**src/rtl/bghp_pkg.sv**
```systemverilog
package bghp_pkg;

  // Table geometry: every counter table is indexed by up to this many address bits
  localparam int INDEX_BITS = 14;
  localparam int TABLE_DEPTH = 1 << INDEX_BITS;

  // Configuration port
  localparam int CFG_INDEX_W = 3;
  localparam int CFG_DATA_W = 4;

  localparam logic [CFG_INDEX_W-1:0] CFG_MODE         = 3'd0;
  localparam logic [CFG_INDEX_W-1:0] CFG_BIMODAL_BITS = 3'd1;
  localparam logic [CFG_INDEX_W-1:0] CFG_GSHARE_BITS  = 3'd2;
  localparam logic [CFG_INDEX_W-1:0] CFG_HISTORY_BITS = 3'd3;
  localparam logic [CFG_INDEX_W-1:0] CFG_CHOOSER_BITS = 3'd4;

  // Predictor modes; any other code runs the hybrid
  localparam logic [1:0] MODE_BIMODAL = 2'd0;
  localparam logic [1:0] MODE_GSHARE  = 2'd1;

  // Counter values
  localparam logic [1:0] CTR_MIN          = 2'd0;
  localparam logic [1:0] CTR_MAX          = 2'd3;
  localparam logic [1:0] CTR_WEAK_TAKEN   = 2'd2;
  localparam logic [1:0] CHOOSER_RESET    = 2'd1;

  // Commands from the controller to the datapath
  typedef struct packed {
    logic clear;   // write reset values at the sweep address
    logic load;    // capture an incoming branch
    logic read;    // read all three tables
    logic commit;  // train, update history and totals, load the result
  } bghp_cmd_t;

  // Status from the datapath to the controller
  typedef struct packed {
    logic clear_last;  // sweep address is at the last entry
  } bghp_status_t;

  // Limit an index length to 1..hi
  function automatic logic [3:0] clamp_bits(input logic [3:0] v, input logic [3:0] hi);
    if (v == 4'd0) begin
      return 4'd1;
    end
    if (v > hi) begin
      return hi;
    end
    return v;
  endfunction

  // Mask of the low 'bits' bits, bits in 1..INDEX_BITS
  function automatic logic [INDEX_BITS-1:0] low_mask(input logic [3:0] bits);
    logic [INDEX_BITS:0] one_hot;
    logic [INDEX_BITS:0] diff;
    one_hot = {{INDEX_BITS{1'b0}}, 1'b1} << bits;
    diff = one_hot - {{INDEX_BITS{1'b0}}, 1'b1};
    return diff[INDEX_BITS-1:0];
  endfunction

  // Two-bit saturating counter step
  function automatic logic [1:0] train(input logic [1:0] c, input logic t);
    if (t) begin
      return (c == CTR_MAX) ? CTR_MAX : c + 2'd1;
    end
    return (c == CTR_MIN) ? CTR_MIN : c - 2'd1;
  endfunction

endpackage

```
**src/rtl/bghp_ctrl.sv**
```systemverilog
module bghp_ctrl (
  input  logic                  clk,
  input  logic                  rst,
  input  logic                  item_valid,
  output logic                  item_stall,
  output logic                  result_valid,
  input  logic                  result_stall,
  input  bghp_pkg::bghp_status_t status,
  output bghp_pkg::bghp_cmd_t    cmd
);
  import bghp_pkg::*;

  typedef enum logic [1:0] {
    ST_CLEAR,
    ST_IDLE,
    ST_READ,
    ST_WRITE
  } state_t;

  state_t state;

  // Decode commands from the current state
  always_comb begin
    cmd.clear  = (state == ST_CLEAR);
    cmd.load   = (state == ST_IDLE) && item_valid;
    cmd.read   = (state == ST_READ);
    cmd.commit = (state == ST_WRITE) && (!result_valid || !result_stall);
  end

  // Take a branch only when idle
  assign item_stall = (state != ST_IDLE);

  // Hold state and the result valid flag
  always_ff @(posedge clk) begin
    if (rst) begin
      state <= ST_CLEAR;
      result_valid <= 1'b0;
    end else begin
      unique case (state)
        ST_CLEAR: begin
          if (status.clear_last) begin
            state <= ST_IDLE;
          end
        end
        ST_IDLE: begin
          if (item_valid) begin
            state <= ST_READ;
          end
        end
        ST_READ: begin
          state <= ST_WRITE;
        end
        ST_WRITE: begin
          if (cmd.commit) begin
            state <= ST_IDLE;
          end
        end
        default: begin
          state <= ST_CLEAR;
        end
      endcase

      if (cmd.commit) begin
        result_valid <= 1'b1;
      end else if (result_valid && !result_stall) begin
        result_valid <= 1'b0;
      end
    end
  end

endmodule

```
**config.mk**
```make
export PLATFORM = sky130hd
export DESIGN_NAME = bghp_ctrl
export DESIGN_NICKNAME = d
export VERILOG_FILES = /design/src/rtl/bghp_pkg.sv /design/src/rtl/bghp_ctrl.sv
export SDC_FILE = /design/constraint.sdc
export NUM_CORES = 1
export LEC_CHECK = 0
export ABC_AREA = 1
export BUFFER_PORTS_ARGS = -buffer_cell sky130_fd_sc_hd__buf_4
export CORE_AREA = 10 10 47 49
export DETAILED_ROUTE_END_ITERATION = 10
export DIE_AREA = 0 0 57 59
export GPL_ROUTABILITY_DRIVEN = 0
export MAX_ROUTING_LAYER = met4
export PLACE_DENSITY = 0.42
export SLEW_MARGIN = 15
export SYNTH_ARGS = -nofsm -noshare
export SYNTH_HDL_FRONTEND = slang
export SYNTH_SLANG_ARGS = --single-unit
```
**constraint.sdc**
```tcl
create_clock -name clk -period 2.6 [get_ports clk]
set_clock_uncertainty 0.2 [all_clocks]
set_input_delay 0.26 -clock clk [delete_from_list [all_inputs] [get_ports clk]]
set_output_delay 0.26 -clock clk [all_outputs]
set_load 0.02 [all_outputs]
```
**Word level (Yosys, flattened, before mapping)**

Index checks and enable logic that the tools add are counted.

- Register bits: 3
- Latch bits: 0
- Bits in writable memories: 0
- ROM bits: 0
- Input bits: 5
- Output and inout bits: 6
- Logic and storage cells: 24
- Memories: 0

- $add $sub $neg: 0
- Multiply operators: 0
- Divide/modulo/power cells: 0
- Magnitude comparators: 0
- Equality and inequality tests: 7
- Shift-type cells: 0
- Multiplexer cells: 6
- Bitwise operators: 0
- Reduce and logical (&&, ||, !) cells: 9

Operators with widths:

| operator | number |
|---|---|
| 2-bit case mux with 4 select lines | 1 |
| 2-bit two-way mux | 3 |
| 2-bit != test (second input constant) | 3 |
| 2-bit == test (second input constant) | 2 |
| 1-bit logical AND | 3 |
| 3-bit AND reduction | 1 |
| 2-bit by 1-bit == test with 1-bit output (second input constant) | 1 |
| 1-bit zero test | 2 |
| 2-bit zero test | 1 |
| 1-bit two-way mux | 2 |
| 2-bit by 1-bit != test with 1-bit output (second input constant) | 1 |
| 2-bit nonzero test | 1 |
| 1-bit logical OR | 1 |

**Depth between registers and ports, before layout**

Gate-level depths: netlist of the first run.

- Depth in word-level cells: 5
- Mapped depth: 7
- Mapped depth without buffers: 7

**Worst setup path before layout of the first run**

No wires, ideal clock.

- Kind: reg2out
- From: register state[0]
- To: output cmd[0] (netlist bit)
- Data arrival time: 882 ps
- Data required time: 2,140 ps
- Setup slack: 1,258 ps
- Stages on the path, launching flop included: 4
- Path buffers: 0
- Path through: dfxtp_1 -> ha_1 -> inv_1 -> a21oi_1

RTL lines:

| what | RTL line | source |
|---|---|---|
| from (decl) | bghp_ctrl.sv:20 | `state_t state;` |
| from (signal assigned) | bghp_ctrl.sv:36 | `state <= ST_CLEAR;` |
| from (signal assigned) | bghp_ctrl.sv:42 | `state <= ST_IDLE;` |
| from (signal assigned) | bghp_ctrl.sv:47 | `state <= ST_READ;` |
| to (decl) | bghp_ctrl.sv:9 | `output bghp_pkg::bghp_cmd_t cmd` |

==> summary.txt, run 1 <==
Global route
  – First-pass GRT wire length: 759 um
  – Vias in the first global route: 208
  – Largest net degree at the start of global routing: 5
  – Overall Global Routing Usage: 3.11%
  – Remaining Overflow, GRT: 0
  – Initial antenna violation count: 0

Timing
  – Final Hold Fails: 0
  – Setup tns final: 0 ps
  – Fin crit share: 60.6%
  – Minimum clock period: 1580 ps
  – Slew Limit Fails: 0
  – Unrepaired setup endpoints after global routing: false
  – Final setup viols: 0
  – FMAX: 0.635 GHz
  – Max_slew headroom: 92.0%
  – Worst-Margin Slew: 119 ps

Synth
  – Sequential share of the synthesized area: 28.2%
  – Syn avg cell area: 6.86 sq um
  – Synthesis-stage register bit count: 3
  – Synth unique cells: 9
  – Area of the mapped netlist: 213 sq um
  – Syn Nets: 40
  – Synth top area cells: dfxtp_1 28%, ha_1 24%, inv_1 14%, nand2_1 12%, nor2_1 7.1%
  – Syn. warnings: 0
  – Yosys top cell by area: dfxtp_1
  – Synth top area share: 28.2%
  – Cells after Synth: 31

Drt
  – DR pass1 iterations: 2
  – DRT iter0 DRCs: 1
  – Routed WL: 488 um
  – DR vias/cell: 3.42
  – DRC Markers: 0
  – Routed Antenna Nets: 0
  – Routed length per placed instance: 7.87 um
  – Via count: 212

Run status
  – Status: complete, no violations

Final layout
  – Layout Cells excl Fill: 62
  – Number of diodes: 0
  – Number of fill cells: 168
  – Util after Layout: 24.6%
  – Fin nets: 56
  – Share of layout cells above drive strength 1: 32.6%
  – Layout area overhead: 61.8%

Setup path
  – CP Max Fanout: 3
  – Startpoint types: flip-flop
  – Req. time, crit path: 2140 ps
  – Element type at the critical path end: primary output
  – CP arrival: 1120 ps
  – CP Class: reg2out

Clock tree
  – Maximum buffer depth of the clock tree: 2
  – Worst skew pair latency: 230 ps
  – Post-CTS Repair Setup Buffers: 0
  – Hold buffer count at cts: 1
  – Post_cts resized: 0
  – CTS H-tree lvls: 1
  – CTS root buffer: clkbuf_4
  – Worst-path clk slew: 40 ps
  – CTS tree: done
  – CTS Sinks: 3
  – Num CTS Buffers: 3

Power
  – Leak: 0.000198 uW
  – PwrDens: 1060 nW/um^2
  – Clock share of power: 22.0%
  – Comb pwr share: 56.8%
  – Sequential power share: 21.2%
  – VDD IR-drop max: 0.000264 V
  – Cell Int Power: 207 uW
  – Net Sw Power: 156 uW
  – Overall Power: 364 uW
  – Switching share of power: 43.0%

Placed design
  – Port Buffers: 10
  – HPWL after DPL: 435 um
  – Placed Cells: 57

Floorplan
  – Die area: 3360 sq um
  – I/O Pins: 11
  – Core area: 1400 sq um
  – Die width: 57 um
  – Starting Density: 15.2%
  – DIE HEIGHT: 59 um
  – Row count: 14

Hold path
  – Hold crit path type: in2reg

Job
  – MaxCap Viol Count: 0
[kinds of logic (layout without fill, tap and decap cells)]
family                   after synthesis  after routing  synth area share, %
AO/OA/AOI/OAI                          2              2                 4.71
adder cells (fa/ha/maj)                4              4                 23.5
buffers and inverters                  8             23                 14.1
flip-flops                             3              3                 28.2
AND/OR/NAND/NOR                       14             14                 29.4
[power by group through the flow]
stage	registers, uW	logic, uW	clock network (uW)
3_5_place_dp	78.4	210	0
6_report	77.1	206	80.1
2_1_floorplan	78.3	139	0
4_1_cts	77.6	211	83.9
3_3_place_gp	78.7	210	0
5_1_grt	80.9	232	85.6
[layer usage]
| metal | wire, um | vias up | global-route usage [%] | part of all wire [%] |
|---|---|---|---|---|
| li1 | - | 119 | - | - |
| met1 | 174 | 87 | 2.15 | 36 |
| met4 | 0 | 0 | 3.02 | 0 |
| met5 | 0 | - | - | 0 |
| met2 | 245 | 6 | 4.81 | 50 |
| met3 | 68 | 0 | 2.58 | 14 |
[flip-flops by register name (all words and copies together), names as in the netlist]
name and count:
state 2, result_valid 1
[Yosys cell counts]
| cell type | n |
|---|---|
| nand2_2 | 1 |
| nand3_1 | 1 |
| dfxtp_1 | 3 |
| inv_1 | 8 |
| nor2_1 | 4 |
| nand2_1 | 7 |
| ha_1 | 4 |
| a21oi_1 | 2 |
| nand3_2 | 1 |
[placed cells by master (no fill, tap or decap)]
cell type	count
nand2_1	7
clkbuf_4	3
nor2_1	4
buf_4	10
nand3_1	1
nand2_2	1
nand3_2	1
ha_1	4
clkbuf_1	1
dlygate4sd3_1	1
dfxtp_1	3
inv_1	8
a21oi_1	2
[path summary, 6_finish.rpt]
check | slack [ps] | endpoint | from | depth (start not counted)
worst min-delay path | 100 | result_valid | result_stall | 3
worst max-delay path | 1020 | cmd[2] | state[1] | 5
worst max register to register | 1310 | state[0] | state[0] | 6
worst min register to register | 280 | result_valid | result_valid | 2
[layout make-up]
| type | instances | area [sq um] | area share [%] |
|---|---|---|---|
| Sequential cell | 3 | 60.1 | 17.5 |
| Timing Repair Buffer | 11 | 85.1 | 24.7 |
| Multi-Input combinational cell | 20 | 123 | 35.6 |
| Inverter | 8 | 30.0 | 8.73 |
| Clock buffer | 4 | 26.3 | 7.64 |
| Tap cell | 16 | 20.0 | 5.82 |
[per-stage QoR]
stage | hold slack (ps) | cell area [sq um] | setup WS [ps]
2_1_floorplan | 129 | 213 | 1260
3_3_place_gp | 232 | 308 | 1250
3_5_place_dp | 233 | 308 | 1250
4_1_cts | 94.6 | 344 | 999
5_1_grt | 111 | 344 | 916
6_report | 102 | 344 | 1020
[critical path, stage by stage, from the launching register on]
cell     delay [ps]
dfxtp_1         350
inv_1            80
ha_1            220
nand2_1          60
inv_1            30
buf_4           140
Note: power is estimated with default switching activity, not from simulation.
==> inputs of run 2 (changes only) <==
--- a/config.mk
+++ b/config.mk
@@ -12,7 +12,7 @@
 export DIE_AREA = 0 0 57 59
 export GPL_ROUTABILITY_DRIVEN = 0
 export MAX_ROUTING_LAYER = met4
-export PLACE_DENSITY = 0.42
+export PLACE_DENSITY = 0.43
 export SLEW_MARGIN = 15
 export SYNTH_ARGS = -nofsm -noshare
 export SYNTH_HDL_FRONTEND = slang
==> constraint.sdc (replaced) <==
create_clock -name clk -period 1.35 [get_ports clk]
set_clock_uncertainty 0.2 [all_clocks]
set_input_delay 0.135 -clock clk [delete_from_list [all_inputs] [get_ports clk]]
set_output_delay 0.135 -clock clk [all_outputs]
set_load 0.02 [all_outputs]
==> run 2 against run 1 <==
- the flow now finishes with violations (negative setup slack)
- core utilization grew 8.2 points
- via count grew 11%
- final area increased by 33%
- combinational power increased to 3.0 times the previous value
- critical endpoint is now cmd[0]
- largest cell class unchanged
==> summary.txt, run 2 (synthesized netlist as in run 1, its figures left out) <==
Run status
  – Status: finished, violations left
  – Violated checks: negative setup slack

Timing
  – Minimum clock period: 1360 ps
  – Final setup viols: 3 (+3)
  – Max_slew headroom: 90.6% (-1.4 points)
  – Final Hold Fails: 0 (unchanged)
  – Unrepaired setup endpoints after global routing: true
  – FMAX: 0.734 GHz
  – Slew Limit Fails: 0 (unchanged)
  – Post-route setup slack: -12.9 ps (-1040 ps)
  – Fin crit share: 101%
  – Worst-Margin Slew: 141 ps (+21.2 ps)

Power
  – Sequential power share: 20.6% (-0.6 points)
  – Leak: 0.000219 uW (+11%)
  – Net Sw Power: 406 uW (+160%)
  – PwrDens: 2100 nW/um^2 (+98%)
  – Clock share of power: 16.0% (-6.0 points)
  – Cell Int Power: 557 uW (+170%)
  – Switching share of power: 42.2% (-0.82 points)
  – VDD IR-drop max: 0.000599 V (+130%)
  – Comb pwr share: 63.4% (+6.6 points)

Clock tree
  – CTS H-tree lvls: 1 (unchanged)
  – Worst-path clk slew: 40 ps (about the same)
  – Maximum buffer depth of the clock tree: 2 (unchanged)
  – CTS root buffer: clkbuf_4
  – Num CTS Buffers: 3 (unchanged)
  – CTS tree: done
  – CTS Sinks: 3 (unchanged)
  – Worst skew pair latency: 230 ps (about the same)

Setup path
  – Req. time, crit path: 1010 ps (-1130 ps)
  – CP Class: reg2out
  – Startpoint types: flip-flop
  – CP Max Fanout: 3 (unchanged)
  – R2r worst-path depth: 7 (+1)
  – CP arrival: 1030 ps (-90 ps)
  – Element type at the critical path end: primary output

Global route
  – First-pass GRT wire length: 917 um (+21%)
  – Vias in the first global route: 233 (+12%)
  – Remaining Overflow, GRT: 0 (unchanged)
  – Largest net degree at the start of global routing: 5 (unchanged)
  – Overall Global Routing Usage: 3.87% (+0.76 points)
  – Initial antenna violation count: 0 (unchanged)

Floorplan
  – I/O Pins: 11 (unchanged)
  – Die width: 57 um (unchanged)
  – Starting Density: 15.2% (unchanged)
  – Core area: 1400 sq um (unchanged)
  – Die area: 3360 sq um (unchanged)
  – DIE HEIGHT: 59 um (unchanged)
  – Row count: 14 (unchanged)

Drt
  – DR vias/cell: 3.58 (+4.6%)
  – DRC Markers: 0 (unchanged)
  – DRT iter0 DRCs: 4 (+3)
  – Routed length per placed instance: 9.24 um (+17%)
  – Routed WL: 610 um (+25%)
  – Routed Antenna Nets: 0 (unchanged)
  – Via count: 236 (+11%)
  – DR pass1 iterations: 2 (unchanged)

Final layout
  – Reg with most FFs: state
  – Largest register FFs: 2 (unchanged)
  – Number of fill cells: 168 (unchanged)
  – Layout area overhead: 116%
  – Area occupied by multi-input gates: 174 sq um (+42%)
  – Share of layout cells above drive strength 1: 66.0% (+33 points)
  – Commonest non-fill, non-tap cell in the layout: buf_4
  – Layout Cells excl Fill: 66 (+6.5%)
  – Reg area: 67.6 sq um (+13%)
  – Final instance area: 459 sq um (+33%)
  – Number of diodes: 0 (unchanged)
  – Most frequent cells in the layout: 8 x buf_4, 5 x nand2_1, 5 x buf_6
  – Fin nets: 60 (+7.1%)
  – Largest regs: state x2, result_valid x1

Placed design
  – Port Buffers: 10 (unchanged)
  – Placed inst area: 315 sq um (+2.4%)
  – Worst slack, placed: 52.0 ps (-1200 ps)
  – HPWL after DPL: 455 um (+4.6%)
  – Placed Cells: 58 (+1.8%)

Job
  – MaxCap Viol Count: 0 (unchanged)

Hold path
  – Hold depth: 5 (+2)
  – Hold crit path type: in2reg
[run 2: power by group through the flow]
stage                     clock [uW]  combinational, uW  sequential (uW)
after floorplan                    0                267              151
after global placement             0                428              151
after detailed placement           0                423              151
after CTS                        163                563              195
after global routing             169                661              207
final                            154                610              198
[run 2: critical path, stage by stage (launching register included)]
cell,delay [ps]
dfxtp_4,380
ha_4,150
inv_2,40
a21oi_2,90
buf_4,150
[run 2: layer usage]
layer	GRT usage [%]	share of wire, %	vias to the layer above
li1	-	-	128
met1	3.22	37	100
met2	5.58	53	6
met3	1.93	9.0	2
met4	5.03	0.66	0
met5	-	0	-
[run 2: final timing paths]
check,from,to,slack (ps)
hold reg to reg,result_valid,result_valid,290
hold / removal,result_stall,state[1],150
setup reg to reg,state[0],state[1],90
setup / recovery,state[0],cmd[0],-10
[run 2: layout make-up]
| cell class | count | area share (%) |
|---|---|---|
| well taps | 16 | 4.36 |
| flip-flops and latches | 3 | 14.7 |
| repair buffers | 15 | 29.7 |
| inverters | 8 | 7.63 |
| multi-input cells | 20 | 37.9 |
| clock buffers | 4 | 5.72 |
[run 2: what timing repair did]
action / 4_1_cts / 5_1_grt
pin swaps: 3 / 4
setup buffers: 2 / 0
resized for setup: 20 / 7
endpoints found under the setup margin: 5 / 5
endpoints found under the hold margin: 3 / 0
hold buffers: 2 / 0
[run 2: stage by stage]
| step | power, uW | utilization, % | setup TNS [ps] | hold slack, ps |
|---|---|---|---|---|
| floorplan | 418 | - | 0 | 4.07 |
| global placement | 578 | 22.5 | 0 | 108 |
| detailed placement | 574 | 22.5 | 0 | 107 |
| CTS | 921 | 31.6 | -52.3 | 144 |
| global route | 1040 | 32.8 | -161 | 175 |
| finish | 962 | 32.8 | -23.9 | 154 |
==> inputs of run 3 (changes only) <==
--- a/config.mk
+++ b/config.mk
@@ -8,6 +8,7 @@
 export ABC_AREA = 1
 export BUFFER_PORTS_ARGS = -buffer_cell sky130_fd_sc_hd__buf_4
 export CORE_AREA = 10 10 47 49
+export CTS_BUF_LIST = sky130_fd_sc_hd__clkbuf_4 sky130_fd_sc_hd__clkbuf_8
 export DETAILED_ROUTE_END_ITERATION = 10
 export DIE_AREA = 0 0 57 59
 export GPL_ROUTABILITY_DRIVEN = 0
==> run 3 against run 2 <==
- flip-flop and latch count unchanged
- die area stayed put
- highest routed layer unchanged
- via count up 1.7%
- sequential share of layout area is 0.31 points lower
- largest cell class unchanged
- register-to-register slack lost 60 ps
- clock power increased by 13%
- worst hold slack about the same
- the run still ends with negative setup slack left
- cell count up 1.5%
- power up 3.6%
- final area up 2.2%
- non-clock buffer count increased by 1
==> summary.txt, run 3 (synthesized netlist as in run 1, its figures left out) <==
Setup path
  – Req. time, crit path: 1010 ps (about the same)
  – CP top delay family: flip-flops
  – CP arrival: 1030 ps (about the same)
  – Critical path's largest stage delay: 380 ps (about the same)
  – CP Max Fanout: 3 (unchanged)
  – R2r setup slk: 30 ps (-60 ps)
  – Critical path buffer and inverter count: 2 (unchanged)
  – Startpoint types: flip-flop
  – CP max stage cell: dfxtp_4
  – CP Class: reg2out
  – Element type at the critical path end: primary output
  – CP Cell Sequence: ha_4 > inv_2 > a21oi_2 > buf_4

Hold path
  – Hold crit path type: in2reg

Clock tree
  – Worst skew pair latency: 230 ps (about the same)
  – Worst-path clk slew: 40 ps (about the same)
  – CTS root buffer: clkbuf_4
  – CTS Sinks: 3 (unchanged)
  – Maximum buffer depth of the clock tree: 2 (unchanged)
  – CTS tree: done
  – CTS H-tree lvls: 1 (unchanged)
  – Num CTS Buffers: 3 (unchanged)

Placed design
  – Port Buffers: 10 (unchanged)
  – Placed Cells: 58 (unchanged)
  – HPWL after DPL: 455 um (unchanged)

Final layout
  – Layout area overhead: 121%
  – Fin nets: 61 (+1.7%)
  – Largest register FFs: 2 (unchanged)
  – Most frequent cells in the layout: 8 x buf_4, 7 x nand2_1, 6 x buf_6
  – Reg with most FFs: state
  – Share of layout cells above drive strength 1: 62.7% (-3.3 points)
  – Commonest non-fill, non-tap cell in the layout: buf_4
  – Number of fill cells: 168 (unchanged)
  – Number of diodes: 0 (unchanged)
  – Layout Cells excl Fill: 67 (+1.5%)
  – Largest regs: state x2, result_valid x1

Global route
  – Met2 Use GR: 5.89% (+0.31 points)
  – Remaining Overflow, GRT: 0 (unchanged)
  – GR Util met3: 1.93% (unchanged)
  – GRT met1 Usage: 3.22% (unchanged)
  – Initial antenna violation count: 0 (unchanged)
  – Vias in the first global route: 242 (+3.9%)
  – First-pass GRT wire length: 945 um (+3.1%)
  – Largest net degree at the start of global routing: 5 (unchanged)
  – Top Usage Layer GRT: met2
  – Overall Global Routing Usage: 3.96% (+0.089 points)

Floorplan
  – I/O Pins: 11 (unchanged)
  – Die width: 57 um (unchanged)
  – Die area: 3360 sq um (unchanged)
  – DIE HEIGHT: 59 um (unchanged)
  – Core area: 1400 sq um (unchanged)
  – Row count: 14 (unchanged)
  – Starting Density: 15.2% (unchanged)

Drt
  – DRC Markers: 0 (unchanged)
  – DR pass1 iterations: 2 (unchanged)
  – Via count: 240 (+1.7%)
  – DRT iter0 DRCs: 2 (-2)
  – Routed Antenna Nets: 0 (unchanged)
  – DR vias/cell: 3.58 (+0.18%)
  – Routed WL: 616 um (+0.98%)
  – Routed length per placed instance: 9.19 um (-0.52%)

Power
  – VDD IR-drop max: 0.000597 V (-0.29%)
  – PwrDens: 2120 nW/um^2 (+1.4%)
  – Leak: 0.000230 uW (+4.9%)

Timing
  – Post-route setup slack: -17.1 ps (-4.21 ps)
  – FMAX: 0.731 GHz (-0.31%)
  – Max_slew headroom: 90.6% (unchanged)
  – Final setup viols: 3 (unchanged)
  – Slew Limit Fails: 0 (unchanged)
  – Worst-Margin Slew: 141 ps (unchanged)
  – Worst hold slack: 154 ps (+0.161 ps)
  – Minimum clock period: 1370 ps (+4.21 ps)
  – Final Hold Fails: 0 (unchanged)
  – Fin crit share: 101% (+0.31 points)
  – Unrepaired setup endpoints after global routing: true

Job
  – MaxCap Viol Count: 0 (unchanged)

Run status
  – Status: finished, violations left
  – Violated checks: negative setup slack
## run 3: cell count changes in the layout (fill, tap and decap cells not counted)
| cell | before | now |
|---|---|---|
| nand2_1 | 5 | 7 |
| nand2_2 | 3 | 1 |
| buf_6 | 5 | 6 |
| clkbuf_1 | 1 | 0 |
| clkbuf_4 | 3 | 4 |
| inv_1 | 3 | 4 |
| inv_2 | 3 | 2 |
## run 3: final timing paths
kind,end,cells past startpoint,from
worst min-delay path,state[1],5,result_stall
worst max-delay path,cmd[0],4,state[0]
worst max register to register,state[1],8,state[1]
worst min register to register,result_valid,2,result_valid
## run 3: per-stage QoR
stage                     instance area [sq um]  util [%]  worst slack, ps  setup TNS [ps]  power (uW)
after floorplan                             213         -             27.6               0         418
after global placement                      315      22.5             43.8               0         578
after detailed placement                    315      22.5             52.0               0         574
after CTS                                   458      32.7            -20.6           -53.1         975
after global routing                        469      33.5            -62.7            -230        1070
final                                       469      33.5            -17.1           -35.4         997
## run 3: worst reg2reg max path: stages (launching register included)
cell and delay [ps]:
dfxtp_4 370, inv_4 50, ha_4 160, buf_6 110, nand2_2 40, nand3_2 90
nand2_1 80, nand2_1 50, nor2_2 100
## run 3: final cells by class
class / instances / area [sq um] / share of cell area (%)
clock buffer: 4 / 30.0 / 6.40
inverter: 8 / 35.0 / 7.47
multi-input combinational: 20 / 169 / 36.0
sequential: 3 / 67.6 / 14.4
tap: 16 / 20.0 / 4.27
timing repair buffer: 16 / 148 / 31.5
## run 3: timing repair
| item | in CTS | in global routing |
|---|---|---|
| hold buffers | 2 | 0 |
| hold endpoints to repair | 3 | 0 |
| endpoints found under the setup margin | 5 | 6 |
| resized for setup | 21 | 4 |
| setup buffers | 3 | 0 |
| pin swaps | 3 | 4 |
## run 3: power by group
part	leakage (uW)	internal, uW	switching [uW]
logic	0.000186	323	300
registers	0.0000259	140	60.3
clock network	0.0000184	131	43.2
## run 3: routing by layer
metal,vias to the layer above,part of all wire (%)
met1,103,36
met2,6,54
met3,2,8.9
met5,-,0
li1,129,-
met4,0,0.65
